==> src/rtl/core/gpfe_pkg.sv <==
// shared types and constants for the gated pulse feature extractor
// no dependencies
package gpfe_pkg;

  localparam int SAMPLE_W  = 16;
  localparam int SUM_W     = 28;
  localparam int OFF_W     = 12;
  localparam int LEN_W     = 13;
  localparam int IDX_W     = 13;
  localparam int CFG_W     = 16;
  localparam int MAX_GATE  = 4096;
  localparam int INDEX_MAX = (1 << IDX_W) - 1;

  typedef enum logic [1:0] {
    CFG_GATE_START  = 2'd0,
    CFG_GATE_LENGTH = 2'd1,
    CFG_THRESHOLD   = 2'd2
  } cfg_addr_t;

  typedef struct packed {
    logic signed [SAMPLE_W-1:0] sample;
    logic                       new_waveform;
  } in_word_t;

  typedef struct packed {
    logic signed [SUM_W-1:0]    gate_sum;
    logic signed [SAMPLE_W-1:0] peak_value;
    logic [OFF_W-1:0]           peak_offset;
    logic [LEN_W-1:0]           over_count;
    logic [OFF_W-1:0]           cross_offset;
    logic                       cross_found;
  } out_word_t;

  // where the current sample falls relative to the gate
  typedef struct packed {
    logic             in_gate;
    logic             first;
    logic             last;
    logic [OFF_W-1:0] off;
  } gate_info_t;

endpackage

==> src/rtl/core/gpfe_in_reg.sv <==
// input register stage holding one accepted word
// depends on gpfe_pkg
module gpfe_in_reg (
  input  logic              clk,
  input  logic              rst,
  input  logic              in_valid,
  output logic              in_ready,
  input  gpfe_pkg::in_word_t in_data,
  input  logic              take,
  output logic              held_valid,
  output gpfe_pkg::in_word_t held
);
  import gpfe_pkg::*;

  assign in_ready = !held_valid || take;

  always_ff @(posedge clk) begin
    if (rst) begin
      held_valid <= 1'b0;
    end else if (in_ready) begin
      held_valid <= in_valid;
    end
  end

  always_ff @(posedge clk) begin
    if (in_valid && in_ready) begin
      held <= in_data;
    end
  end
endmodule

==> src/rtl/core/gpfe_gate_ctrl.sv <==
// sample index counter and gate window decode
// depends on gpfe_pkg
module gpfe_gate_ctrl (
  input  logic                   clk,
  input  logic                   rst,
  input  logic                   advance,
  input  logic                   new_waveform,
  input  logic [gpfe_pkg::OFF_W-1:0] gate_start,
  input  logic [gpfe_pkg::LEN_W-1:0] gate_length,
  output gpfe_pkg::gate_info_t   info
);
  import gpfe_pkg::*;

  logic [IDX_W-1:0] sample_index;
  logic [IDX_W-1:0] idx;
  logic [IDX_W-1:0] diff;
  logic [LEN_W-1:0] len;

  assign idx = new_waveform ? '0 : sample_index;

  always_comb begin
    if (gate_length == '0) begin
      len = LEN_W'(1);
    end else if (gate_length > LEN_W'(MAX_GATE)) begin
      len = LEN_W'(MAX_GATE);
    end else begin
      len = gate_length;
    end
  end

  assign diff         = idx - IDX_W'(gate_start);
  assign info.in_gate = (idx >= IDX_W'(gate_start)) && (diff < IDX_W'(len));
  assign info.first   = (diff == '0);
  assign info.last    = (diff == IDX_W'(len - LEN_W'(1)));
  assign info.off     = diff[OFF_W-1:0];

  // index saturates, a saturated index is past every gate
  always_ff @(posedge clk) begin
    if (rst) begin
      sample_index <= '0;
    end else if (advance) begin
      sample_index <= (idx == IDX_W'(INDEX_MAX)) ? idx : idx + IDX_W'(1);
    end
  end
endmodule

==> src/rtl/core/gpfe_accum.sv <==
// gate accumulators: sum, peak, count above threshold, first crossing
// depends on gpfe_pkg
module gpfe_accum (
  input  logic                          clk,
  input  logic                          rst,
  input  logic                          update,
  input  logic signed [gpfe_pkg::SAMPLE_W-1:0] sample,
  input  logic signed [gpfe_pkg::SAMPLE_W-1:0] threshold,
  input  gpfe_pkg::gate_info_t          info,
  output gpfe_pkg::out_word_t           result
);
  import gpfe_pkg::*;

  logic signed [SUM_W-1:0]    running_sum, running_sum_next;
  logic signed [SAMPLE_W-1:0] best_value, best_value_next;
  logic [OFF_W-1:0]           best_offset, best_offset_next;
  logic [LEN_W-1:0]           above_count, above_count_next;
  logic [OFF_W-1:0]           first_above_offset, first_above_offset_next;
  logic                       seen_above, seen_above_next;
  logic                       above;

  assign above = sample > threshold;

  always_comb begin
    running_sum_next        = running_sum;
    best_value_next         = best_value;
    best_offset_next        = best_offset;
    above_count_next        = above_count;
    first_above_offset_next = first_above_offset;
    seen_above_next         = seen_above;
    if (info.first) begin
      running_sum_next        = SUM_W'(sample);
      best_value_next         = sample;
      best_offset_next        = '0;
      above_count_next        = LEN_W'(above);
      first_above_offset_next = '0;
      seen_above_next         = above;
    end else begin
      running_sum_next = running_sum + SUM_W'(sample);
      if (sample > best_value) begin
        best_value_next  = sample;
        best_offset_next = info.off;
      end
      if (above) begin
        if (!seen_above) begin
          first_above_offset_next = info.off;
        end
        seen_above_next  = 1'b1;
        above_count_next = above_count + LEN_W'(1);
      end
    end
  end

  always_ff @(posedge clk) begin
    if (rst) begin
      running_sum        <= '0;
      best_value         <= '0;
      best_offset        <= '0;
      above_count        <= '0;
      first_above_offset <= '0;
      seen_above         <= 1'b0;
    end else if (update) begin
      running_sum        <= running_sum_next;
      best_value         <= best_value_next;
      best_offset        <= best_offset_next;
      above_count        <= above_count_next;
      first_above_offset <= first_above_offset_next;
      seen_above         <= seen_above_next;
    end
  end

  assign result.gate_sum     = running_sum_next;
  assign result.peak_value   = best_value_next;
  assign result.peak_offset  = best_offset_next;
  assign result.over_count   = above_count_next;
  assign result.cross_offset = seen_above_next ? first_above_offset_next : '0;
  assign result.cross_found  = seen_above_next;
endmodule

==> src/rtl/core/gpfe_out_reg.sv <==
// result register driving the output channel
// depends on gpfe_pkg
module gpfe_out_reg (
  input  logic                clk,
  input  logic                rst,
  input  logic                load,
  input  gpfe_pkg::out_word_t result,
  output logic                load_ok,
  output logic                out_valid,
  input  logic                out_ready,
  output gpfe_pkg::out_word_t out_data
);
  import gpfe_pkg::*;

  assign load_ok = !out_valid || out_ready;

  always_ff @(posedge clk) begin
    if (rst) begin
      out_valid <= 1'b0;
    end else if (load_ok) begin
      out_valid <= load;
    end
  end

  always_ff @(posedge clk) begin
    if (load && load_ok) begin
      out_data <= result;
    end
  end
endmodule

==> src/rtl/core/gated_pulse_feature_extractor_core.sv <==
// top level of the gated pulse feature extractor
// depends on gpfe_pkg, gpfe_in_reg, gpfe_gate_ctrl, gpfe_accum, gpfe_out_reg
//
//  channel  direction  handshake             word
//  in       input      in_valid / in_ready   in_data   (sample, new_waveform)
//  out      output     out_valid / out_ready out_data  (gate features)
//  cfg      input      cfg_wr_en             cfg_addr, cfg_wdata
//
// one word per clock while no stall holds a gate-closing word; a word is first held in the
// input register, then its gate result (the accumulators' next values) is loaded into the
// result register
// synchronous active-high reset clears handshakes, sample index, accumulators
// and loads register defaults (start 0, length 1, threshold 0)
// a stalled result only blocks a word that closes a gate; other words keep
// flowing while the result waits
module gated_pulse_feature_extractor_core (
  input  logic                          clk,
  input  logic                          rst,
  input  logic                          in_valid,
  output logic                          in_ready,
  input  gpfe_pkg::in_word_t            in_data,
  output logic                          out_valid,
  input  logic                          out_ready,
  output gpfe_pkg::out_word_t           out_data,
  input  logic                          cfg_wr_en,
  input  logic [1:0]                    cfg_addr,
  input  logic [gpfe_pkg::CFG_W-1:0]    cfg_wdata
);
  import gpfe_pkg::*;

  // configuration registers
  logic [OFF_W-1:0]           gate_start;
  logic [LEN_W-1:0]           gate_length;
  logic signed [SAMPLE_W-1:0] threshold;

  // pipeline control
  logic       held_valid;
  in_word_t   held;
  gate_info_t info;
  out_word_t  result;
  logic       emit;
  logic       load_ok;
  logic       advance;

  always_ff @(posedge clk) begin
    if (rst) begin
      gate_start  <= '0;
      gate_length <= LEN_W'(1);
      threshold   <= '0;
    end else if (cfg_wr_en) begin
      case (cfg_addr)
        CFG_GATE_START:  gate_start  <= cfg_wdata[OFF_W-1:0];
        CFG_GATE_LENGTH: gate_length <= cfg_wdata[LEN_W-1:0];
        CFG_THRESHOLD:   threshold   <= cfg_wdata[SAMPLE_W-1:0];
        default: ;  // unused address, write dropped
      endcase
    end
  end

  // a word that closes the gate needs room in the result register
  assign emit    = info.in_gate && info.last;
  assign advance = held_valid && (!emit || load_ok);

  gpfe_in_reg u_in_reg (
    .clk        (clk),
    .rst        (rst),
    .in_valid   (in_valid),
    .in_ready   (in_ready),
    .in_data    (in_data),
    .take       (advance),
    .held_valid (held_valid),
    .held       (held)
  );

  gpfe_gate_ctrl u_gate_ctrl (
    .clk          (clk),
    .rst          (rst),
    .advance      (advance),
    .new_waveform (held.new_waveform),
    .gate_start   (gate_start),
    .gate_length  (gate_length),
    .info         (info)
  );

  // accumulators only move on words inside the gate
  gpfe_accum u_accum (
    .clk       (clk),
    .rst       (rst),
    .update    (advance && info.in_gate),
    .sample    (held.sample),
    .threshold (threshold),
    .info      (info),
    .result    (result)
  );

  gpfe_out_reg u_out_reg (
    .clk       (clk),
    .rst       (rst),
    .load      (held_valid && emit),
    .result    (result),
    .load_ok   (load_ok),
    .out_valid (out_valid),
    .out_ready (out_ready),
    .out_data  (out_data)
  );
endmodule

==> config.mk <==
export PLATFORM = sky130hd
export DESIGN_NAME = gated_pulse_feature_extractor_core
export DESIGN_NICKNAME = d
export VERILOG_FILES = /design/src/rtl/core/gpfe_pkg.sv /design/src/rtl/core/gpfe_in_reg.sv /design/src/rtl/core/gpfe_gate_ctrl.sv /design/src/rtl/core/gpfe_accum.sv /design/src/rtl/core/gpfe_out_reg.sv /design/src/rtl/core/gated_pulse_feature_extractor_core.sv
export SDC_FILE = /design/constraint.sdc
export NUM_CORES = 1
export LEC_CHECK = 0
export ABC_AREA = 1
export BUFFER_PORTS_ARGS = -buffer_cell sky130_fd_sc_hd__buf_2
export CELL_PAD_IN_SITES_DETAIL_PLACEMENT = 2
export CELL_PAD_IN_SITES_GLOBAL_PLACEMENT = 2
export CORE_ASPECT_RATIO = 0.75
export CORE_UTILIZATION = 37
export DETAILED_ROUTE_END_ITERATION = 8
export GPL_TIMING_DRIVEN = 1
export PLACE_DENSITY = 0.83
export SLEW_MARGIN = 20
export SYNTH_ARGS = -nofsm -noshare
export SYNTH_HDL_FRONTEND = slang
export SYNTH_SLANG_ARGS = --single-unit
export TNS_END_PERCENT = 20
==> constraint.sdc <==
create_clock -name clk -period 10.45 [get_ports clk]
set_clock_uncertainty 0.15 [all_clocks]
set_input_delay 2.09 -clock clk [delete_from_list [all_inputs] [get_ports clk]]
set_output_delay 2.09 -clock clk [all_outputs]
set_load 0.02 [all_outputs]
==> results of run 1 <==
-- Yosys cell counts, drive strengths merged, types with 3 or more instances --
| master | instances |
|---|---|
| nand3 | 93 |
| buf | 33 |
| a21oi | 105 |
| nor4 | 6 |
| xor2 | 32 |
| nor3b | 3 |
| nor3 | 17 |
| a211oi | 5 |
| o21a | 3 |
| o41ai | 3 |
| nand4 | 43 |
| a21o | 8 |
| xnor2 | 16 |
| nand2 | 540 |
| dfxtp | 138 |
| a31oi | 4 |
| ha | 86 |
| o211ai | 10 |
| o21bai | 5 |
| o21ai | 130 |
| clkinv | 3 |
| edfxtp | 99 |
| inv | 300 |
| nor2 | 272 |
| clkbuf | 39 |
-- final timing paths --
check                             startpoint                                   to  slack [ns]  depth (start not counted)
setup / recovery  u_in_reg.held[0]$_DFFE_PP_                             in_ready        3.12                         23
hold / removal     threshold[8]$_SDFFE_PP0P_            threshold[8]$_SDFFE_PP0P_        0.32                          2
setup reg to reg  u_in_reg.held[0]$_DFFE_PP_  u_accum.best_offset[7]$_SDFFE_PP0P_        3.50                         27
hold reg to reg    threshold[8]$_SDFFE_PP0P_            threshold[8]$_SDFFE_PP0P_        0.32                          2
-- power breakdown --
group | switching, mW | internal (mW)
clock network | 0.424 | 0.573
logic | 0.484 | 0.204
registers | 0.0363 | 1.02
total | 0.944 | 1.80
-- cell type report --
cell class / instances / area, sq um
sequential: 237 / 5740
clock inverter: 12 / 78.8
tap: 504 / 631
fill: 4495 / 21300
inverter: 303 / 1140
timing repair buffer: 133 / 694
clock buffer: 40 / 858
multi-input combinational: 1392 / 7080
-- state kept, by name (all words and copies together) (netlist names) --
name                        count
u_out_reg.out_data             82
u_accum.running_sum            28
u_in_reg.held                  17
threshold                      16
u_accum.best_value             16
gate_length                    13
u_accum.above_count            13
u_gate_ctrl.sample_index       13
gate_start                     12
u_accum.best_offset            12
u_accum.first_above_offset     12
u_accum.seen_above              1
u_in_reg.held_valid             1
u_out_reg.out_valid             1
-- kinds of logic after synthesis --
| group | after synthesis | synth area share, % |
|---|---|---|
| xor+xnor | 48 | 2.99 |
| mux | 1 | 0.0787 |
| buf+inv | 375 | 10.5 |
| compound gates | 278 | 10.6 |
| simple gates | 977 | 27.9 |
| fa+ha+maj | 88 | 7.80 |
| flops | 237 | 40.1 |
-- per-layer routing --
layer,vias up,share of wire [%],GRT usage [%]
li1,6607,-,-
met1,6913,49,36.8
met2,206,47,47.3
met3,58,2.8,3.12
met4,0,1.6,5.36
met5,-,0,0
-- stage by stage --
stage | util [%] | cells
2_1_floorplan | - | 2004
3_3_place_gp | 40.7 | 2569
3_5_place_dp | 40.7 | 2569
4_1_cts | 43.2 | 2621
5_1_grt | 43.2 | 2621
6_report | 43.2 | 2621
-- critical path, stage by stage, from the launching register on --
cell	delay, ns
edfxtp_1	0.54
inv_4	0.10
nand2_1	0.07
inv_1	0.08
ha_1	0.38
inv_1	0.09
o21ai_0	0.34
a21oi_1	0.16
nand2_2	0.16
nand2_1	0.09
nand2_1	0.10
nand2_1	0.06
nand2_1	0.16
inv_1	0.13
ha_1	0.21
a21oi_1	0.16
o21ai_0	0.12
a21oi_1	0.15
nand2_1	0.10
a21oi_4	0.70
nand2_1	0.12
nor2_1	0.18
nand4_1	0.12
buf_2	0.20
==> impl.org, run 1 <==
** Status
- Status :: finished clean

** Setup path
- Worst EP required :: 8.21 ns
- Category of the worst setup path launch point :: flop
- For the worst setup path, the data arrival time is 5.09 ns.
- WS Path Type :: reg -> out
- STA classifies the critical path endpoint as a primary output.
- In this run the worst path has a maximum fanout of 25.

** Synthesis
- The average instance in the mapped netlist occupies 7.14 sq um.
- Synthesis instantiated 47 different standard cells from the library.
- Cell count after synthesis :: 2,004
- Sorting the synthesized cells by area gives the leading types as edfxtp_1, dfxtp_1, nand2_1, inv_1, ha_1.
- The synthesized netlist occupies a cell area of 14,300 sq um.
- Post-synth top area cell :: edfxtp_1
- For this run, the leading register cell type out of synthesis is dfxtp_1.
- The synthesized design devotes to its leading area cell type between 20 and 25% of total area.
- Async set-or-reset flop fraction in the synthesized netlist :: 0%
- Count of flip-flops with a built-in enable after synthesis :: 99
- Sequential elements use about 40% of the synthesized area.
- Post-synth net total :: 2,132
- Yosys reg bits :: between 200 and 250
- Yosys warnings :: 0

** Power and ir drop
- The worst-case IR drop observed on VDD is 0.000105 V.
- In this run the power density over the cells is 169 nW/um^2.
- Summed over all cells, the static leakage comes to 7.87 nW.
- PnR Total Power :: 2.74 mW

** Drt
- Once detail routing completed, the nets flagged for antenna violations numbered 0.
- The pre-antenna-repair detailed-routing pass consisted of 5 iterations.
- Detailed-route wire length per cell :: 20.4 um
- After detailed routing, the total wire length is ~54,000 um.
- DRC marker count from the first detailed-route iteration :: between 600 and 700
- Drc violations :: 0
- In the routed layout, each cell is associated on average with a via count of between 5 and 6.
- Routed via count :: 13.8k

** Placed design
- Global placement routability congestion :: 0.923
- Setup slack after placement :: 3.60 ns
- Summed over all nets, the half-perimeter wirelength after detailed placement is 39,900 um.
- Input and output buffers added on the ports amount to 123.
- After detailed placement, the total cell area comes to approximately 15,000 sq um.

** Die
- In this run the vertical extent of the chip is 172 um.
- Die Width :: 229 um
- Area of the die :: 39,500 sq um
- Number of top-level pins :: 124
- Initial cell density of the core :: 38.1%
- FP Rows :: 61
- Standard cell core area :: 37,600 sq um

** Layout
- In the layout the commonest cells are nand2_1, inv_1, nor2_1, dfxtp_1, buf_2.
- Fraction of final layout cells sized beyond drive strength 1 :: 9.73%
- After routing the design area is 16,200 sq um.
- The area growth from synthesis to layout is 13.3%.
- Net total in the final layout :: 2,223
- Commonest non-fill, non-tap cell in the layout :: nand2_1
- Number of inserted diodes :: 0

** CTS
- The clock passes through at most 3 buffers.
- Root Buffer Master :: clkbuf_16
- Total clock sinks :: 237
- TritonCTS created 28 clock buffers.
- H-tree lvl count :: 1
- CTS Hold Buffers Added :: 0
- Clock latency on the worst-skew pair, taken at its later pin, is 0.57 ns.
- CTS tree :: built
- Clock transition at the registers of the reported paths :: 0.06 ns
- Number of cells upsized or downsized after cts :: 0
- After clock tree synthesis, the setup repair step added 0 buffers.

** STA
- Final hold slack :: 0.321 ns
- Slew of the pin with the lowest slew margin :: 1.07 ns
- The max-slew violation total from the final report came to 0.
- Shortest clock period the worst path allows after layout :: 7.33 ns
- The number of hold violations in the final report is 0.
- Setup violations remaining at the end of the flow were counted as 0.
- Derived from the worst setup path, the maximum achievable clock frequency is 136 MHz.
- The worst path meets setup with 3.12 ns of slack.
- After routing, the total negative slack on setup checks comes to 0 ns.
- The worst pin sits at a relative slew slack of 28.4%.
- In the finished design, the share of the clock period the worst path needs comes to 70.2%.
- Setup repair after global routing left no endpoint under its margin.

** Global route
- The number of global-route vias before repair was 14.9k.
- Overall Global Routing Usage :: 27.3%
- The first global-routing pass estimated 84,300 um of wire.
- Pin count of the biggest net entering global routing :: a little under 90
- Number of antenna violations at the first check in global routing :: 0
- After global routing the overflow that remains totals 0.

** Hold path
- Min-delay worst type :: reg -> reg

** Flow run
- The tool flagged a number of max-cap violations equal to 0.
(Power assumes the default switching activity.)
==> inputs of run 2 (changes only) <==
--- a/config.mk
+++ b/config.mk
@@ -5,15 +5,15 @@
 export SDC_FILE = /design/constraint.sdc
 export NUM_CORES = 1
 export LEC_CHECK = 0
-export ABC_AREA = 1
+export ABC_AREA = 0
 export BUFFER_PORTS_ARGS = -buffer_cell sky130_fd_sc_hd__buf_2
 export CELL_PAD_IN_SITES_DETAIL_PLACEMENT = 2
 export CELL_PAD_IN_SITES_GLOBAL_PLACEMENT = 2
 export CORE_ASPECT_RATIO = 0.75
-export CORE_UTILIZATION = 37
+export CORE_UTILIZATION = 38
 export DETAILED_ROUTE_END_ITERATION = 8
 export GPL_TIMING_DRIVEN = 1
-export PLACE_DENSITY = 0.83
+export PLACE_DENSITY = 0.79
 export SLEW_MARGIN = 20
 export SYNTH_ARGS = -nofsm -noshare
 export SYNTH_HDL_FRONTEND = slang
==> constraint.sdc (replaced) <==
create_clock -name clk -period 7.15 [get_ports clk]
set_clock_uncertainty 0.15 [all_clocks]
set_input_delay 1.43 -clock clk [delete_from_list [all_inputs] [get_ports clk]]
set_output_delay 1.43 -clock clk [all_outputs]
set_load 0.02 [all_outputs]
==> run 2 against run 1 <==
  * The run now ends with DRC left
  * Clock-buffer cell count shrank 12
  * First-iteration DRC count fell by 1.4%
  * Setup slack got worse by 2.7 ns
  * Via count down 14%
  * Flip-flop and latch count did not move
  * Non-clock buffer count is 12 higher
  * Total power is 36% higher
  * Hold slack worse by 0.014 ns
  * Sequential share of layout area up 1.6 points
  * Sequential power increased by 43%
==> impl.org, run 2 <==
** Global route
- The initial antenna violation count is 1.
- Overall Global Routing Usage :: 26.9%
- The number of global-route vias before repair was 12.5k.
- Global route overflow :: 0
- The first global-routing pass estimated 74,600 um of wire.
- Pin count of the biggest net entering global routing :: 83

** Drt
- The first detailed-routing pass ran for 6 iterations.
- For this run, design rule violations remaining after detail routing come to 16.
- In this run, the number of DRC markers left after iteration 0 of detailed routing was 655.
- Routed via count :: ~12k
- Overall routed net length :: between 40,000 and 50,000 um
- Antenna-violating nets left :: 0
- In the final routed layout, each cell accounts on average for 23.5 um.
- Average vias per placed instance :: about 5.7

** Layout
- Fraction of final layout cells sized beyond drive strength 1 :: 16.0%
- Number of inserted diodes :: 0
- From synthesis to final layout, the design area changed by 15.0%.
- Across the whole layout, storage elements account for around 5700 sq um.
- For this run, the post-layout net count is approximately 1.7k.
- The largest registers in the layout are u_out_reg.out_data (82), u_accum.running_sum (28), u_in_reg.held (17).
- More flip-flops sit in one register than any other, and that register is u_out_reg.out_data.
- Filler Cells Inserted :: 3,801
- The library cell used most frequently in the layout, excluding fill and tap cells, is nand2_1.
- Multi-input gate area :: 7180 sq um
- The register with the most flip-flops in the layout has 82 of them.
- Leaving out fill and tap cells, the most frequent cells in the layout are nand2_1, nor2_1, dfxtp_1, buf_2, a21oi_1.

** Synthesis
- Post-synth net total :: about 1.6k
- The most common cell in the synthesized netlist is nand2_1.
- Number of distinct library cell variants in the gate-level netlist after synthesis :: between 80 and 90
- Async set-or-reset flop fraction in the synthesized netlist :: 0%
- Count of flip-flops with a built-in enable after synthesis :: 99
- The share of synthesized area in the top cell type comes to between 20% and 30%.
- Cell area after synthesis :: 13,500 sq um
- Post-synth top area cell :: edfxtp_1
- Counting instances in the post-synthesis netlist gives the leading cell types as nand2_1, nor2_1, dfxtp_1.
- Synth area leaders :: edfxtp_1, dfxtp_1, ha_1, nand2_1, a21oi_1
- For this run, the number of Yosys warnings is 0.
- Post-synthesis average cell area :: about 9 sq um
- Yosys reg bits :: 237
- Most common flop cell mapped by yosys :: dfxtp_1
- For this run, the register share of the synthesized area comes to 42.5%.
- Cell count after synthesis :: 1,494

** CTS
- Root Buffer Master :: clkbuf_16
- For this design, the sink count on the clock tree is 237.
- After clock tree synthesis, the clock-pin slew on the worst setup and hold paths is approximately 0.06 ns.
- Worst-skew pair later-pin latency :: approximately 0.56 ns
- CTS built an H-tree with a depth of 1.
- Longest Clk Path Bufs :: 3
- CTS tree :: built
- Counting the buffers created by CTS gives 27.
- CTS Hold Buffers Added :: 0

** Flow run
- Across the run, the number of max-cap violations was 0.

** Hold path
- The worst hold path was traced through 2 stages.
- In this run the worst hold path is classified as reg -> reg.

** Power and ir drop
- For this design the ratio of total power to cell area is 241 nW/um^2.
- In this run switching power makes up 30.7% of total power.
- Across the VDD grid, the largest voltage drop is 0.000168 V.
- Clock share of power :: 38.9%
- Summed over all cells, the static leakage comes to 6.07 nW.
- Sequential group share of total power :: 40.6%
- Combinational Power Share :: 20.5%
- Switch Pwr :: 1.15 mW
- Cell internal power dissipation :: 2.59 mW

** Placed design
- The congestion estimate from routability-driven global placement came to 0.876.
- The count of buffers added on input and output ports is between 100 and 150.
- Before CTS, the worst setup slack after placement is 0.517 ns.
- After legalization and detailed placement, the total HPWL measured 34,500 um.

** Setup path
- Chain of cells forming the critical path :: buf_4, buf_4, nor2b_1, ha_1, and3_1, a221oi_2, o31ai_2, a311o_1, a21oi_4, inv_1, ha_1, a21o_1, a21o_1, a211oi_1, o311a_1, nand2_2, nor4_4, nand2_1, buf_2
- Crit-path slowest cell :: a311o_1
- The worst setup path is launched from a flop.
- The worst register-to-register path begins at u_in_reg.held[0]$_DFFE_PP_.
- Delay contributed by the slowest stage of the critical path :: 0.43 ns
- Endpoint of the worst register-to-register path :: u_out_reg.out_data[42]$_DFFE_PP_
- In this run the worst setup path terminates at in_ready.
- Flop-to-flop setup slack :: about 1.3 ns
- STA classifies the critical path endpoint as a primary output.
- On the critical path the largest part of the delay comes from compound AO/OA/AOI/OAI gates.
- The setup path with the least slack is of type reg -> out.
- WP buf/inv :: 4
- Worst EP required :: between 5 and 6 ns
- Maximum fanout count along the critical path :: 10
- Cell depth of the worst setup path :: 19
- Measured in cells, the most critical reg-to-reg path has a length of 19.
- Data arrival time of the worst path :: 5.19 ns
- Crit. Startpoint :: u_in_reg.held[0]$_DFFE_PP_

** STA
- Derived from the worst setup path, the maximum achievable clock frequency is between 100 and 150 MHz.
- Count of endpoints failing hold in the final timing report :: 0
- The max-slew violation total from the final report was 0.
- Setup repair after global routing left no endpoint under its margin.
- The smallest clock period supported by the final layout is computed as 6.77 ns.
- Worst-case headroom to the max-slew limit :: 24.5%
- Worst Slack Setup Final :: 0.385 ns
- Ratio of final minimum period to clock period :: between 90% and 100%
- Final hold slack :: between 0.3 and 0.4 ns
- For the pin with the worst max-slew slack, the measured transition is 1.12 ns.
- Setup violations remaining at the end of the flow were counted as 0.
- In the final timing run, aggregate negative setup slack is 0 ns.

** Die
- Number of top-level pins :: 124
- Standard cell core area :: 34,800 sq um
- Initial cell density of the core :: 38.7%
- FP Rows :: 59
- The floorplan step defined a die boundary enclosing ~36,000 sq um.
- Vertical die dimension :: 165 um
- The die is 220 um wide.

** Status
- Status :: finished with violations
- The checks that failed: DRC.
## run 2: changes by cell type in the layout (fill, tap and decap cells not counted), moves of 19 or more
cell / change
nand2_1: -334
mux2i_1: +28
a21o_1: +19
o21ai_0: -47
nand4_1: -20
nor2b_1: +22
mux2_2: +25
nor3_1: +20
nor2_1: -118
nand3_1: -69
inv_1: -212
## run 2: power by group through the flow
| stage | clock [mW] | combinational, mW | sequential (mW) |
|---|---|---|---|
| floorplan | 0 | 0.520 | 1.52 |
| global route | 1.53 | 0.839 | 1.52 |
| global placement | 0 | 0.701 | 1.55 |
| detailed placement | 0 | 0.738 | 1.55 |
| finish | 1.45 | 0.768 | 1.52 |
| CTS | 1.48 | 0.756 | 1.52 |
## run 2: logic make-up after synthesis
group | Yosys count | share of synthesized area (%)
xor gates and xnor gates | 49 | 3.44
buffers and inverters | 159 | 4.97
adders and majority gates | 90 | 8.43
AOI/OAI and AO/OA | 349 | 17.0
and+or+nand+nor | 556 | 19.4
DFF | 237 | 42.5
muxes | 54 | 4.25
## run 2: routing by layer
layer / track usage [%] / vias up / wire (um)
li1: - / 5547 / -
met1: 37.6 / 6059 / 23300
met2: 43.7 / 237 / 22300
met3: 3.68 / 66 / 1910
met4: 6.74 / 0 / 1130
met5: 0 / - / 0
## run 2: through the flow
stage / utilization [%] / cell area, sq um / instances / power, mW
final: 44.5 / 15500 / 2072 / 3.74
after global routing: 44.5 / 15500 / 2072 / 3.89
after CTS: 44.4 / 15500 / 2072 / 3.75
after detailed placement: 41.7 / 14500 / 2019 / 2.29
after global placement: 41.7 / 14500 / 2019 / 2.25
after floorplan: - / 13500 / 1494 / 2.04
## run 2: worst register-to-register path, cell delays in order, from the launching register on
cell and delay, ns:
edfxtp_1 0.36, buf_4 0.19, buf_4 0.15, nor2b_1 0.20
ha_1 0.37, and3_1 0.22, a221oi_2 0.31, o31ai_2 0.18
a311o_1 0.43, a21oi_4 0.27, inv_1 0.10, ha_1 0.32
a21o_1 0.16, a21o_1 0.17, a211oi_1 0.27, o311a_1 0.27
nand2_2 0.17, or4_1 0.52, nor2_4 0.17, buf_12 0.36
## run 2: worst min path at each step
stage / slack (ns) / from / endpoint
after floorplan: 0.29 / u_accum.best_offset[11]$_SDFFE_PP0P_ / u_accum.best_offset[11]$_SDFFE_PP0P_
after global placement: 0.29 / u_accum.best_offset[3]$_SDFFE_PP0P_ / u_accum.best_offset[3]$_SDFFE_PP0P_
after detailed placement: 0.30 / threshold[12]$_SDFFE_PP0P_ / threshold[12]$_SDFFE_PP0P_
after CTS: 0.31 / threshold[12]$_SDFFE_PP0P_ / threshold[12]$_SDFFE_PP0P_
after global routing: 0.33 / u_accum.best_offset[1]$_SDFFE_PP0P_ / u_accum.best_offset[1]$_SDFFE_PP0P_
final: 0.31 / threshold[12]$_SDFFE_PP0P_ / threshold[12]$_SDFFE_PP0P_
## run 2: final cells by class
class	count	share of cell area (%)
Multi-Input combinational cell	1098	46.3
Sequential cell	237	37.0
Timing Repair Buffer	145	5.13
Clock buffer	28	4.38
Tap cell	457	3.68
Inverter	86	2.11
Clock inverter	21	1.45
## run 2: timing repair
item | CTS | global route
setup endpoints to repair | 1 | 1
gates resized for setup | 1 | 6
hold endpoints to repair | 0 | 0
setup buffers | 4 | 0
